[src/rtl/core/assert_macros.svh]
// ----------------------------------------------------------------------------
// Assertion macros
// Shared concurrent assertion forms, clocked on i_clk and held off in reset.
// ----------------------------------------------------------------------------
`ifndef ASSERT_MACROS_SVH
`define ASSERT_MACROS_SVH

// Same-cycle implication.
`define LPHS_ASSERT_NOW(label, ant, cons, msg) \
    label: assert property (@(posedge i_clk) disable iff (!i_rst_n) \
        (ant) |-> (cons)) else $error(msg);

// Next-cycle implication.
`define LPHS_ASSERT_NEXT(label, ant, cons, msg) \
    label: assert property (@(posedge i_clk) disable iff (!i_rst_n) \
        (ant) |=> (cons)) else $error(msg);

`endif

[src/rtl/core/lphs_pkg.sv]
// ----------------------------------------------------------------------------
// lphs_pkg
// Types, constants and hash step functions of the path string hash block.
// ----------------------------------------------------------------------------
package lphs_pkg;

    localparam int CHAR_W           = 8;
    localparam int HASH_W           = 32;
    localparam int LPHS_QUEUE_DEPTH = 4;

    localparam logic [CHAR_W-1:0] CH_QUOTE   = 8'h22;
    localparam logic [CHAR_W-1:0] CH_BSLASH  = 8'h5C;
    localparam logic [CHAR_W-1:0] CH_SLASH   = 8'h2F;
    localparam logic [CHAR_W-1:0] CH_UPPER_A = 8'h41;
    localparam logic [CHAR_W-1:0] CH_UPPER_Z = 8'h5A;
    localparam logic [CHAR_W-1:0] CH_NUL     = 8'h00;
    localparam logic [CHAR_W-1:0] CASE_OFS   = 8'd32;

    // One queued operation for the hash engine.
    typedef struct packed {
        logic              is_final;  // finalize and emit instead of mixing
        logic              use_seed;  // start from the seed, not the running hash
        logic              load_only; // take the start value without mixing a byte
        logic [CHAR_W-1:0] char_b;    // folded byte (mix only)
    } t_op;

    typedef struct packed {
        logic at_first;
        logic quoted;
        logic stopped;
        logic mixed;
    } t_front_status;

    // Case fold to lowercase and turn backslash into slash.
    function automatic logic [CHAR_W-1:0] fold_byte(input logic [CHAR_W-1:0] b);
        logic [CHAR_W-1:0] r;
        r = b;
        if (b >= CH_UPPER_A && b <= CH_UPPER_Z) begin
            r = b + CASE_OFS;
        end else if (b == CH_BSLASH) begin
            r = CH_SLASH;
        end
        return r;
    endfunction

    // h = (h + sext(b)) * 1025; h ^= h >> 6
    function automatic logic [HASH_W-1:0] mix_step(input logic [HASH_W-1:0] h,
                                                   input logic [CHAR_W-1:0] b);
        logic [HASH_W-1:0] x;
        logic [HASH_W-1:0] t;
        x = h + {{(HASH_W-CHAR_W){b[CHAR_W-1]}}, b};
        t = x + (x << 10);
        return t ^ (t >> 6);
    endfunction

    // h *= 9; h ^= h >> 11; h *= 32769
    function automatic logic [HASH_W-1:0] finalize(input logic [HASH_W-1:0] h);
        logic [HASH_W-1:0] t;
        logic [HASH_W-1:0] u;
        t = h + (h << 3);
        u = t ^ (t >> 11);
        return u + (u << 15);
    endfunction

endpackage

[src/rtl/core/lphs_if.sv]
// ----------------------------------------------------------------------------
// lphs channel interfaces
// Valid/ready channels for input bytes and for finished hash words.
// ----------------------------------------------------------------------------
interface lphs_in_if;
    import lphs_pkg::*;
    logic              valid;
    logic              ready;
    logic [CHAR_W-1:0] char_byte;
    logic              end_of_string;

    modport source (output valid, output char_byte, output end_of_string, input ready);
    modport sink   (input valid, input char_byte, input end_of_string, output ready);
endinterface

interface lphs_out_if;
    import lphs_pkg::*;
    logic              valid;
    logic              ready;
    logic [HASH_W-1:0] hash_value;

    modport source (output valid, output hash_value, input ready);
    modport sink   (input valid, input hash_value, output ready);
endinterface

[src/rtl/core/lphs_front.sv]
// ----------------------------------------------------------------------------
// lphs_front
// Accepts input words, tracks string position and quoting, and queues ops.
// ----------------------------------------------------------------------------
module lphs_front (
    input  logic                  i_clk,
    input  logic                  i_rst_n,
    lphs_in_if.sink               i_in,
    input  logic                  i_room,
    output logic                  o_push,
    output lphs_pkg::t_op         o_push_op,
    output lphs_pkg::t_front_status o_status
);
    import lphs_pkg::*;

    logic r_at_first, r_quoted, r_stopped, r_mixed;
    logic n_at_first, n_quoted, n_stopped, n_mixed;
    logic accept;

    assign i_in.ready = i_room;
    assign accept     = i_in.valid && i_room;

    always_comb begin
        n_at_first          = r_at_first;
        n_quoted            = r_quoted;
        n_stopped           = r_stopped;
        n_mixed             = r_mixed;
        o_push              = 1'b0;
        o_push_op.is_final  = i_in.end_of_string;
        o_push_op.use_seed  = !r_mixed;
        o_push_op.load_only = 1'b0;
        o_push_op.char_b    = fold_byte(i_in.char_byte);
        if (accept) begin
            if (i_in.end_of_string) begin
                o_push     = 1'b1;
                n_at_first = 1'b1;
                n_quoted   = 1'b0;
                n_stopped  = 1'b0;
                n_mixed    = 1'b0;
            end else if (r_at_first && i_in.char_byte == CH_QUOTE) begin
                // A leading quote opens quoted mode and is not hashed. The
                // string still takes its start value from the seed, through a load op.
                o_push              = 1'b1;
                o_push_op.load_only = 1'b1;
                n_at_first          = 1'b0;
                n_quoted            = 1'b1;
                n_mixed             = 1'b1;
            end else begin
                n_at_first = 1'b0;
                if (!r_stopped) begin
                    if (i_in.char_byte == CH_NUL ||
                        (r_quoted && i_in.char_byte == CH_QUOTE)) begin
                        n_stopped = 1'b1;
                        // A zero first byte still fixes the start value.
                        if (r_at_first) begin
                            o_push              = 1'b1;
                            o_push_op.load_only = 1'b1;
                            n_mixed             = 1'b1;
                        end
                    end else begin
                        o_push  = 1'b1;
                        n_mixed = 1'b1;
                    end
                end
            end
        end
    end

    always_ff @(posedge i_clk) begin
        if (!i_rst_n) begin
            r_at_first <= 1'b1;
            r_quoted   <= 1'b0;
            r_stopped  <= 1'b0;
            r_mixed    <= 1'b0;
        end else begin
            r_at_first <= n_at_first;
            r_quoted   <= n_quoted;
            r_stopped  <= n_stopped;
            r_mixed    <= n_mixed;
        end
    end

    assign o_status = '{at_first: r_at_first, quoted: r_quoted,
                        stopped: r_stopped, mixed: r_mixed};

endmodule

[src/rtl/core/lphs_queue.sv]
// ----------------------------------------------------------------------------
// lphs_queue
// Small register FIFO of hash ops between the front and the hash engine.
// ----------------------------------------------------------------------------
module lphs_queue #(
    parameter int DEPTH = lphs_pkg::LPHS_QUEUE_DEPTH
) (
    input  logic                          i_clk,
    input  logic                          i_rst_n,
    input  logic                          i_push,
    input  lphs_pkg::t_op                 i_push_op,
    input  logic                          i_pop,
    output lphs_pkg::t_op                 o_pop_op,
    output logic                          o_full,
    output logic                          o_empty,
    output logic [$clog2(DEPTH+1)-1:0]    o_count
);
    import lphs_pkg::*;

    localparam int IDX_W = (DEPTH > 1) ? $clog2(DEPTH) : 1;
    localparam int CNT_W = $clog2(DEPTH+1);
    localparam logic [IDX_W-1:0] LAST = IDX_W'(DEPTH-1);

    t_op              r_mem [DEPTH];
    logic [IDX_W-1:0] r_wr, r_rd;
    logic [CNT_W-1:0] r_count;
    logic             do_push, do_pop;

    assign o_full   = (r_count == CNT_W'(DEPTH));
    assign o_empty  = (r_count == '0);
    assign o_count  = r_count;
    assign o_pop_op = r_mem[r_rd];
    assign do_push  = i_push && !o_full;
    assign do_pop   = i_pop && !o_empty;

    always_ff @(posedge i_clk) begin
        if (do_push) begin
            r_mem[r_wr] <= i_push_op;
        end
    end

    always_ff @(posedge i_clk) begin
        if (!i_rst_n) begin
            r_wr    <= '0;
            r_rd    <= '0;
            r_count <= '0;
        end else begin
            if (do_push) begin
                r_wr <= (r_wr == LAST) ? '0 : r_wr + 1'b1;
            end
            if (do_pop) begin
                r_rd <= (r_rd == LAST) ? '0 : r_rd + 1'b1;
            end
            if (do_push && !do_pop) begin
                r_count <= r_count + 1'b1;
            end else if (do_pop && !do_push) begin
                r_count <= r_count - 1'b1;
            end
        end
    end

endmodule

[src/rtl/core/lphs_back.sv]
// ----------------------------------------------------------------------------
// lphs_back
// Hash engine: loads start values, mixes queued bytes and finalizes into a registered output.
// ----------------------------------------------------------------------------
module lphs_back (
    input  logic                        i_clk,
    input  logic                        i_rst_n,
    input  logic [lphs_pkg::HASH_W-1:0] i_seed,
    input  logic                        i_op_valid,
    input  lphs_pkg::t_op               i_op,
    output logic                        o_pop,
    lphs_out_if.source                  o_out
);
    import lphs_pkg::*;

    logic [HASH_W-1:0] r_hash;
    logic [HASH_W-1:0] r_out_hash;
    logic              r_out_valid;
    logic [HASH_W-1:0] base;
    logic              out_free;

    assign base     = i_op.use_seed ? i_seed : r_hash;
    assign out_free = !r_out_valid || o_out.ready;
    // Mix and load ops never wait; a final op waits for the output register.
    assign o_pop    = i_op_valid && (!i_op.is_final || out_free);

    always_ff @(posedge i_clk) begin
        if (o_pop && !i_op.is_final) begin
            r_hash <= i_op.load_only ? base : mix_step(base, i_op.char_b);
        end
        if (o_pop && i_op.is_final) begin
            r_out_hash <= finalize(base);
        end
    end

    always_ff @(posedge i_clk) begin
        if (!i_rst_n) begin
            r_out_valid <= 1'b0;
        end else if (o_pop && i_op.is_final) begin
            r_out_valid <= 1'b1;
        end else if (o_out.ready) begin
            r_out_valid <= 1'b0;
        end
    end

    assign o_out.valid      = r_out_valid;
    assign o_out.hash_value = r_out_hash;

endmodule

[src/rtl/core/lowercase_path_string_hash.sv]
// A terminator word's op passes through the op queue, then is finalized into the output register.
// Throughput: one input word per cycle while the op queue has room; the op queue and output register set this.
// A full op queue (QUEUE_DEPTH entries) holds off input while the output stalls.
// Reset (i_rst_n, synchronous, active low) clears the seed to zero, empties the
// queue, drops any pending hash word and returns the string tracker to string start.
// ----------------------------------------------------------------------------
// lowercase_path_string_hash
// Seeded one-at-a-time hash of case-folded path strings, one byte per word.
// ----------------------------------------------------------------------------
`include "assert_macros.svh"

module lowercase_path_string_hash #(
    parameter int QUEUE_DEPTH = lphs_pkg::LPHS_QUEUE_DEPTH
) (
    input  logic                        i_clk,
    input  logic                        i_rst_n,
    input  logic                        i_cfg_we,
    input  logic [lphs_pkg::HASH_W-1:0] i_cfg_wdata,
    lphs_in_if.sink                     i_in,
    lphs_out_if.source                  o_out
);
    import lphs_pkg::*;

    localparam int CNT_W = $clog2(QUEUE_DEPTH+1);

    // Seed register; the hash engine reads it when the op of a string's first
    // byte or the finalize of an empty string executes. The user must write it
    // only while the block is idle; the block does not enforce this. Then the
    // value seen there matches the one current when the word arrived.
    logic [HASH_W-1:0] r_seed;

    always_ff @(posedge i_clk) begin
        if (!i_rst_n) begin
            r_seed <= '0;
        end else if (i_cfg_we) begin
            r_seed <= i_cfg_wdata;
        end
    end

    logic          push, pop, q_full, q_empty;
    t_op           push_op, pop_op;
    t_front_status front_st;
    logic [CNT_W-1:0] q_count;

    // Front: decides per word whether it loads the seed, mixes, finalizes or
    // is dropped (bytes after a closing quote or a NUL). The first byte of a
    // string always queues an op, so the start value is fixed at that byte.
    lphs_front u_front (
        .i_clk     (i_clk),
        .i_rst_n   (i_rst_n),
        .i_in      (i_in),
        .i_room    (!q_full),
        .o_push    (push),
        .o_push_op (push_op),
        .o_status  (front_st)
    );

    // Op queue decoupling the front from a stalled output.
    lphs_queue #(
        .DEPTH (QUEUE_DEPTH)
    ) u_queue (
        .i_clk     (i_clk),
        .i_rst_n   (i_rst_n),
        .i_push    (push),
        .i_push_op (push_op),
        .i_pop     (pop),
        .o_pop_op  (pop_op),
        .o_full    (q_full),
        .o_empty   (q_empty),
        .o_count   (q_count)
    );

    // Back: one load, one mix or one finalize per cycle; a finalize waits while the output holds an untaken hash word.
    lphs_back u_back (
        .i_clk      (i_clk),
        .i_rst_n    (i_rst_n),
        .i_seed     (r_seed),
        .i_op_valid (!q_empty),
        .i_op       (pop_op),
        .o_pop      (pop),
        .o_out      (o_out)
    );

    // A terminator always sends the tracker back to string start.
    `LPHS_ASSERT_NEXT(a_eos_restart, i_in.valid && i_in.ready && i_in.end_of_string, front_st.at_first && !front_st.stopped && !front_st.mixed && !front_st.quoted, "tracker not reset after terminator")
    // The queue count never passes its depth.
    `LPHS_ASSERT_NOW(a_queue_bound, 1'b1, q_count <= CNT_W'(QUEUE_DEPTH), "op queue overflow")
    // A hash word can only appear after an op was waiting in the queue.
    `LPHS_ASSERT_NOW(a_out_from_queue, $rose(o_out.valid), $past(!q_empty), "hash word without a queued op")

endmodule

[src/flat_wrapper.sv]
// flat-port wrapper written by rule: the top's interface ports become plain ports
module lowercase_path_string_hash_flat import lphs_pkg::*;
#(
    parameter int QUEUE_DEPTH = lphs_pkg::LPHS_QUEUE_DEPTH
)
  (i_clk, i_rst_n, i_cfg_we, i_cfg_wdata, i_in_valid, i_in_char_byte, i_in_end_of_string, i_in_ready, o_out_valid, o_out_hash_value, o_out_ready);
  lphs_in_if i_in_i ();
  lphs_out_if o_out_i ();
  input  logic i_clk;
  input  logic i_rst_n;
  input  logic i_cfg_we;
  input  logic [lphs_pkg::HASH_W-1:0] i_cfg_wdata;
  input wire logic [$bits(i_in_i.valid)-1:0] i_in_valid;
  input wire logic [$bits(i_in_i.char_byte)-1:0] i_in_char_byte;
  input wire logic [$bits(i_in_i.end_of_string)-1:0] i_in_end_of_string;
  output wire logic [$bits(i_in_i.ready)-1:0] i_in_ready;
  output wire logic [$bits(o_out_i.valid)-1:0] o_out_valid;
  output wire logic [$bits(o_out_i.hash_value)-1:0] o_out_hash_value;
  input wire logic [$bits(o_out_i.ready)-1:0] o_out_ready;
  assign i_in_i.valid = i_in_valid;
  assign i_in_i.char_byte = i_in_char_byte;
  assign i_in_i.end_of_string = i_in_end_of_string;
  assign i_in_ready = i_in_i.ready;
  assign o_out_valid = o_out_i.valid;
  assign o_out_hash_value = o_out_i.hash_value;
  assign o_out_i.ready = o_out_ready;
  lowercase_path_string_hash #(.QUEUE_DEPTH(QUEUE_DEPTH)) u_core (.i_clk(i_clk), .i_rst_n(i_rst_n), .i_cfg_we(i_cfg_we), .i_cfg_wdata(i_cfg_wdata), .i_in(i_in_i), .o_out(o_out_i));
endmodule
[config.mk]
export PLATFORM = sky130hd
export DESIGN_NAME = lowercase_path_string_hash_flat
export DESIGN_NICKNAME = d
export VERILOG_FILES = /design/src/rtl/core/lphs_pkg.sv /design/src/rtl/core/lphs_if.sv /design/src/rtl/core/lphs_front.sv /design/src/rtl/core/lphs_queue.sv /design/src/rtl/core/lphs_back.sv /design/src/rtl/core/lowercase_path_string_hash.sv /design/src/flat_wrapper.sv
export VERILOG_INCLUDE_DIRS = /design/src /design/src/rtl/core
export SDC_FILE = /design/constraint.sdc
export NUM_CORES = 1
export LEC_CHECK = 0
export ABC_CLOCK_PERIOD_IN_PS = 7900
export BUFFER_PORTS_ARGS = -buffer_cell sky130_fd_sc_hd__buf_2
export CAP_MARGIN = 20
export CORE_UTILIZATION = 45
export DETAILED_ROUTE_END_ITERATION = 6
export HOLD_SLACK_MARGIN = 0.02
export PLACE_DENSITY = 0.66
export SYNTH_ARGS = -nofsm -noshare
export SYNTH_HDL_FRONTEND = slang
export SYNTH_SLANG_ARGS = --single-unit
[constraint.sdc]
create_clock -name i_clk -period 7.9 [get_ports i_clk]
set_input_delay 1.185 -clock i_clk [delete_from_list [all_inputs] [get_ports i_clk]]
set_output_delay 1.185 -clock i_clk [all_outputs]
set_load 0.01 [all_outputs]
# Word level (Yosys, flattened, before mapping)
# Memory sizes are Yosys's and may differ from the RTL's. A register that Yosys moved wholly into a read port is not among the register bits.
# Cells that the tools add are included.
[word_totals]
reg_bits = 108
latch_bits = 0
mem_bits_rw = 44
romBits = 0
inputBits = 46
output_inout_bits = 34
word_cells = 99
n_memories = 1
[op_classes]
add_sub_neg = 9
multipliers = 0
n_div = 0
n_lt_le_gt_ge = 2
eq_ne = 8
shift = 0
muxes = 37
n_bitwise = 2
n_reduce_logical = 29
[mem_list]
columns = ["name", "depth", "word_bits", "rd", "rd_clocked_by_memory_dff", "wr", "line", "rtl"]
rows = [
  ["u_core.u_queue.r_mem", 4, 11, 1, 1, 1, "lphs_queue.sv:24", "t_op r_mem [DEPTH];"],
]
[ops]
columns = ["cell", "n"]
rows = [
  ["32-bit adder", 4],
  ["32-bit 2-to-1 mux", 2],
  ["32-bit by 21-bit bitwise XOR with 32-bit output", 1],
  ["32-bit by 26-bit bitwise XOR with 32-bit output", 1],
  ["1-bit 2-to-1 mux", 27],
  ["8-bit 2-to-1 mux", 2],
  ["1-bit logical AND", 11],
  ["8-bit by 6-bit adder with 8-bit output (second input constant)", 1],
  ["8-bit by 6-bit equality test with 1-bit output (second input constant)", 1],
  ["8-bit by 7-bit equality test with 1-bit output (second input constant)", 1],
  ["8-bit by 7-bit >= comparator with 1-bit output (second input constant)", 1],
  ["8-bit by 7-bit less-or-equal comparator with 1-bit output (second input constant)", 1],
  ["8-bit zero test", 1],
  ["2-bit 2-to-1 mux", 4],
  ["1-bit zero test", 7],
  ["3-bit 2-to-1 mux", 2],
  ["2-bit nonzero test", 3],
  ["2-bit by 1-bit adder with 2-bit output (second input constant)", 2],
  ["2-bit equality test (second input constant)", 2],
  ["4-bit inequality test (second input constant)", 1],
  ["2-bit AND reduction", 2],
  ["3-bit by 1-bit adder with 3-bit output (second input constant)", 1],
  ["3-bit equality test (second input constant)", 1],
  ["3-bit zero test", 1],
  ["other kinds (5)", 7],
]

# Logic depth before layout (Yosys ltp)
[depth]
ltp_word = 13
depth_mapped = 36
depth_no_buf = 32

# By module
# A second synthesis with hierarchy kept.
[unflattened]
hier_cells = 1106
area_unflattened_um2 = 11313.4
[by_module_without_submodules]
columns = ["mod", "n_inst", "cells_per_inst", "area_each_um2", "seq_area_each_um2"]
rows = [
  ["lphs_back", 1, 835, 7588.5, 1941.9],
  ["lphs_queue", 1, 108, 2062.0, 1501.4],
  ["lowercase_path_string_hash", 1, 105, 1251.2, 640.6],
  ["lphs_front", 1, 58, 411.6, 80.1],
]

# Worst setup path after synthesis
# Ideal clock, no wire load.
[synth_timing]
path_type = "flip-flop to flip-flop"
start = "register (tool-made name)"
end = "register u_core.u_back.r_out_hash[31], in the netlist u_core.u_back.o_out.hash_value[31], data pin"
setup_ns = 0.268
arrival_time_ns = 7.389
required_time_ns = 7.632
slack_ns = 0.243
stages_incl_launch_ff = 34
path_buffers = 5
period_less_slack_ns = 7.657
path_cell_list = "dfxtp_1 -> mux4_2 -> buf_2 -> buf_2 -> buf_2 -> buf_2 -> clkbuf_1 -> mux2i_1 -> inv_1 -> ha_1 -> a2111oi_0 -> o41ai_1 -> maj3_1 -> o21ai_1 -> o21a_1 -> o211ai_1 -> a21o_1 -> xor2_1 -> xor2_1 -> ha_1 -> fa_1 -> a21o_1 -> a21oi_1 -> o21bai_1 -> a21oi_1 -> o21bai_1 -> a21oi_1 -> o21bai_1 -> a21oi_1 -> o21ai_0 -> a221oi_1 -> o31ai_1 -> xor2_1 -> xnor3_1"
[synth_lines]
columns = ["item", "line", "rtl"]
rows = [
  ["end signal, assigned", "lphs_back.sv:32", "r_out_hash <= finalize(base);"],
  ["end, declared", "lphs_back.sv:17", "logic [HASH_W-1:0] r_out_hash;"],
]

==> results.cfg <==
[timing]
fin_crit_sh_pct = 94.6
min_period_ns = 7.47
clock_skew_ns = 0.0157
slew_violations = 0
worst_pin_slew_ns = 1.05
max_freq_mhz = 134
setup_viol = 0
whs_ns = 0.489
hold_violations = 0
slew_headroom_pct = 30.2
setup_tns_ns = 0

[global_routing]
antenna_found_initial = 0
grt_usage_pct = 22.7
overflow = 0
grt_max_degree = 60
grt_pass1_vias = 9025
grt_pass1_wl_um = 47600

[critical_path]
worstPathRequired_ns = 8.08
r2r_setup_slack_ns = 0.43
timing.rr.start = u_core.u_queue.r_mem[3][9]
reg2reg_depth = 30
r2r-end = u_core.u_back.o_out.hash_value[31]
crit_path_frequent_cell = a21oi_1
crit_fanout = 13
startpoint_type = flip-flop
crit_path_end_kind = flip-flop
critical_path_class = reg2reg
cpPeakStageDelay_ns = 0.53
slowest_stage = mux4_2
worst_ep_arrival_time_ns = 7.66

[yosys]
syn_area_per_cell_um2 = 9.65
synth_most_common_cell = nand2_1
synth_seq_cells = 154
synth_cells = 1236
synth_edf_count = 108
yosysWarnings = 0
yosys-top-cells-count = nand2_1, edfxtp_1, ha_1
synth_area_mm2 = 0.0119
ys.flop_type = edfxtp_1
synth_top_cell_area_share_pct = 27.2
ys_top_cells_by_area = edfxtp_1, ha_1, dfxtp_1, xnor2_1, mux2i_1
yosys.area.top_type = edfxtp_1
async_reset_ff_share_pct = 0
ys_types = 81
ys_seq_area_share_pct = 34.9
synth_nets = 1379

[route]
ant_nets = 0
drtPass1Iterations = 5
drcViolationCount = 0
drt_first_iter_violations = 757
vias = 9426
routed_wl_um = 29800
via_per_inst = 5.69
routedWlPerCell_um = 18.0

[layout]
synthToLayoutAreaGrowth_pct = 11.6
drive_gt1_share_pct = 13.1
postLayoutCoreUtil_pct = 51.1
antennaDiodeCount = 0
layout.nets = 1453

[floorplan]
initial_utilization_pct = 45.8
pin_count = 80
die_y_um = 165
fp.dieArea_mm2 = 0.0272
die_w_um = 165
placementRows = 59
coreArea_mm2 = 0.0261

[min_path]
hold_end = u_core.u_front.r_quoted
hp-class = reg2reg
hp-start = u_core.u_front.r_quoted
whs_path_depth = 2

[run]
max-cap-violations = 0

[clocking]
clockBufferDepth = 2
cts_buffers = 17
ctsHoldBuffers = 0
clk_latency_ns = 0.44
path_clk_slew_ns = 0.07
h-tree-depth = 4
cts_root_buf = clkbuf_16
tritoncts = done
numClockSinks = 154

[placement]
port_buffers = 79
place.gp.congestion = 0.899
dp_hpwl_um = 23700

[outcome]
status = complete, no violations
## flip-flops by register name, indices dropped and copies added (netlist names), named ones only
signal,count
u_core.u_queue.r_mem,44
u_core.r_seed,32
u_core.u_back.o_out.hash_value,32
u_core.u_back.r_hash,32
u_core.u_queue.o_count,3
u_core.u_queue.r_rd,2
u_core.u_queue.r_wr,2
u_core.u_back.o_out.valid,1
u_core.u_front.r_at_first,1
u_core.u_front.r_mixed,1
u_core.u_front.r_quoted,1
u_core.u_front.r_stopped,1
## cells by family (layout without fill, tap and decap cells)
| kind of cell | Yosys count | after routing | synth area share (%) |
|---|---|---|---|
| and+or+nand+nor | 352 | 352 | 14.3 |
| AOI/OAI and AO/OA | 307 | 307 | 17.2 |
| DFF | 154 | 154 | 34.9 |
| xor gates and xnor gates | 150 | 150 | 11.8 |
| adders and majority gates | 105 | 105 | 11.2 |
| buffers and inverters | 94 | 181 | 3.01 |
| muxes | 74 | 74 | 7.54 |
## layout make-up
class                           count  area, µm²
Inverter                           56        210
Tap cell                          335        419
Timing Repair Buffer               93        500
Fill cell                        2382      12700
Sequential cell                   154       4160
Clock buffer                       17        425
Clock inverter                     15        173
Multi-Input combinational cell    988       7420
## repair_timing
| item | 4_1_cts | 5_1_grt |
|---|---|---|
| setup endpoints to repair | 0 | 3 |
| gates resized for setup | 0 | 3 |
| setup buffers | 0 | 1 |
## routing by layer
metal / GRT usage, % / wire length [µm] / vias to the layer above
met5: 0 / 0 / -
met4: 8.84 / 894 / 0
met3: 2.86 / 1410 / 57
met2: 36.2 / 13700 / 264
met1: 31.3 / 13900 / 4448
li1: - / - / 4657
## worst max-delay path by stage
stage | depth (start not counted) | endpoint | slack [ns] | start
final | 30 | u_core.u_back.o_out.hash_value[31] | 0.43 | u_core.u_queue.r_mem[3][9]
after floorplan | 33 | u_core.u_back.o_out.hash_value[31] | 0.24 | flip-flop
after CTS | 29 | u_core.u_back.o_out.hash_value[31] | 0.21 | u_core.u_queue.r_mem[3][9]
after detailed placement | 29 | u_core.u_back.o_out.hash_value[31] | 0.38 | u_core.u_queue.r_mem[3][9]
after global placement | 29 | u_core.u_back.o_out.hash_value[31] | 0.55 | u_core.u_queue.r_mem[3][9]
after global routing | 31 | u_core.u_back.o_out.hash_value[30] | -0.008 | flip-flop
## cells in the final DEF, fill, tap and decap left out, types with 43 or more instances in the layout
| cell type | instances |
|---|---|
| a21o_1 | 43 |
| edfxtp_1 | 108 |
| mux2i_1 | 53 |
| xor2_1 | 55 |
| o21ai_0 | 48 |
| inv_1 | 53 |
| ha_1 | 92 |
| nor2b_1 | 44 |
| nor2_1 | 55 |
| buf_2 | 79 |
| a21oi_1 | 82 |
| dfxtp_1 | 46 |
| xnor2_1 | 87 |
| nand2_1 | 139 |
## critical path, delay by kind of cell, from the launching register on
family | cells | cell delay (ns)
adders and majority gates | 2 | 0.99
muxes | 3 | 0.86
buffers and inverters | 2 | 0.41
and+or+nand+nor | 2 | 0.33
DFF | 1 | 0.39
AOI/OAI and AO/OA | 18 | 3.58
xor gates and xnor gates | 3 | 0.66
## per-stage QoR
stage,std cells,cell area [µm²],setup WS (ns)
after CTS,1657,13300,0.208
after global placement,1625,12700,0.554
after floorplan,1236,11900,0.243
after global routing,1658,13300,-0.00814
after detailed placement,1625,12700,0.375
final,1658,13300,0.428
Power is left out: the tool's default activity adds up to more than one toggle a clock period on the data nets, which glitch-free logic cannot reach.
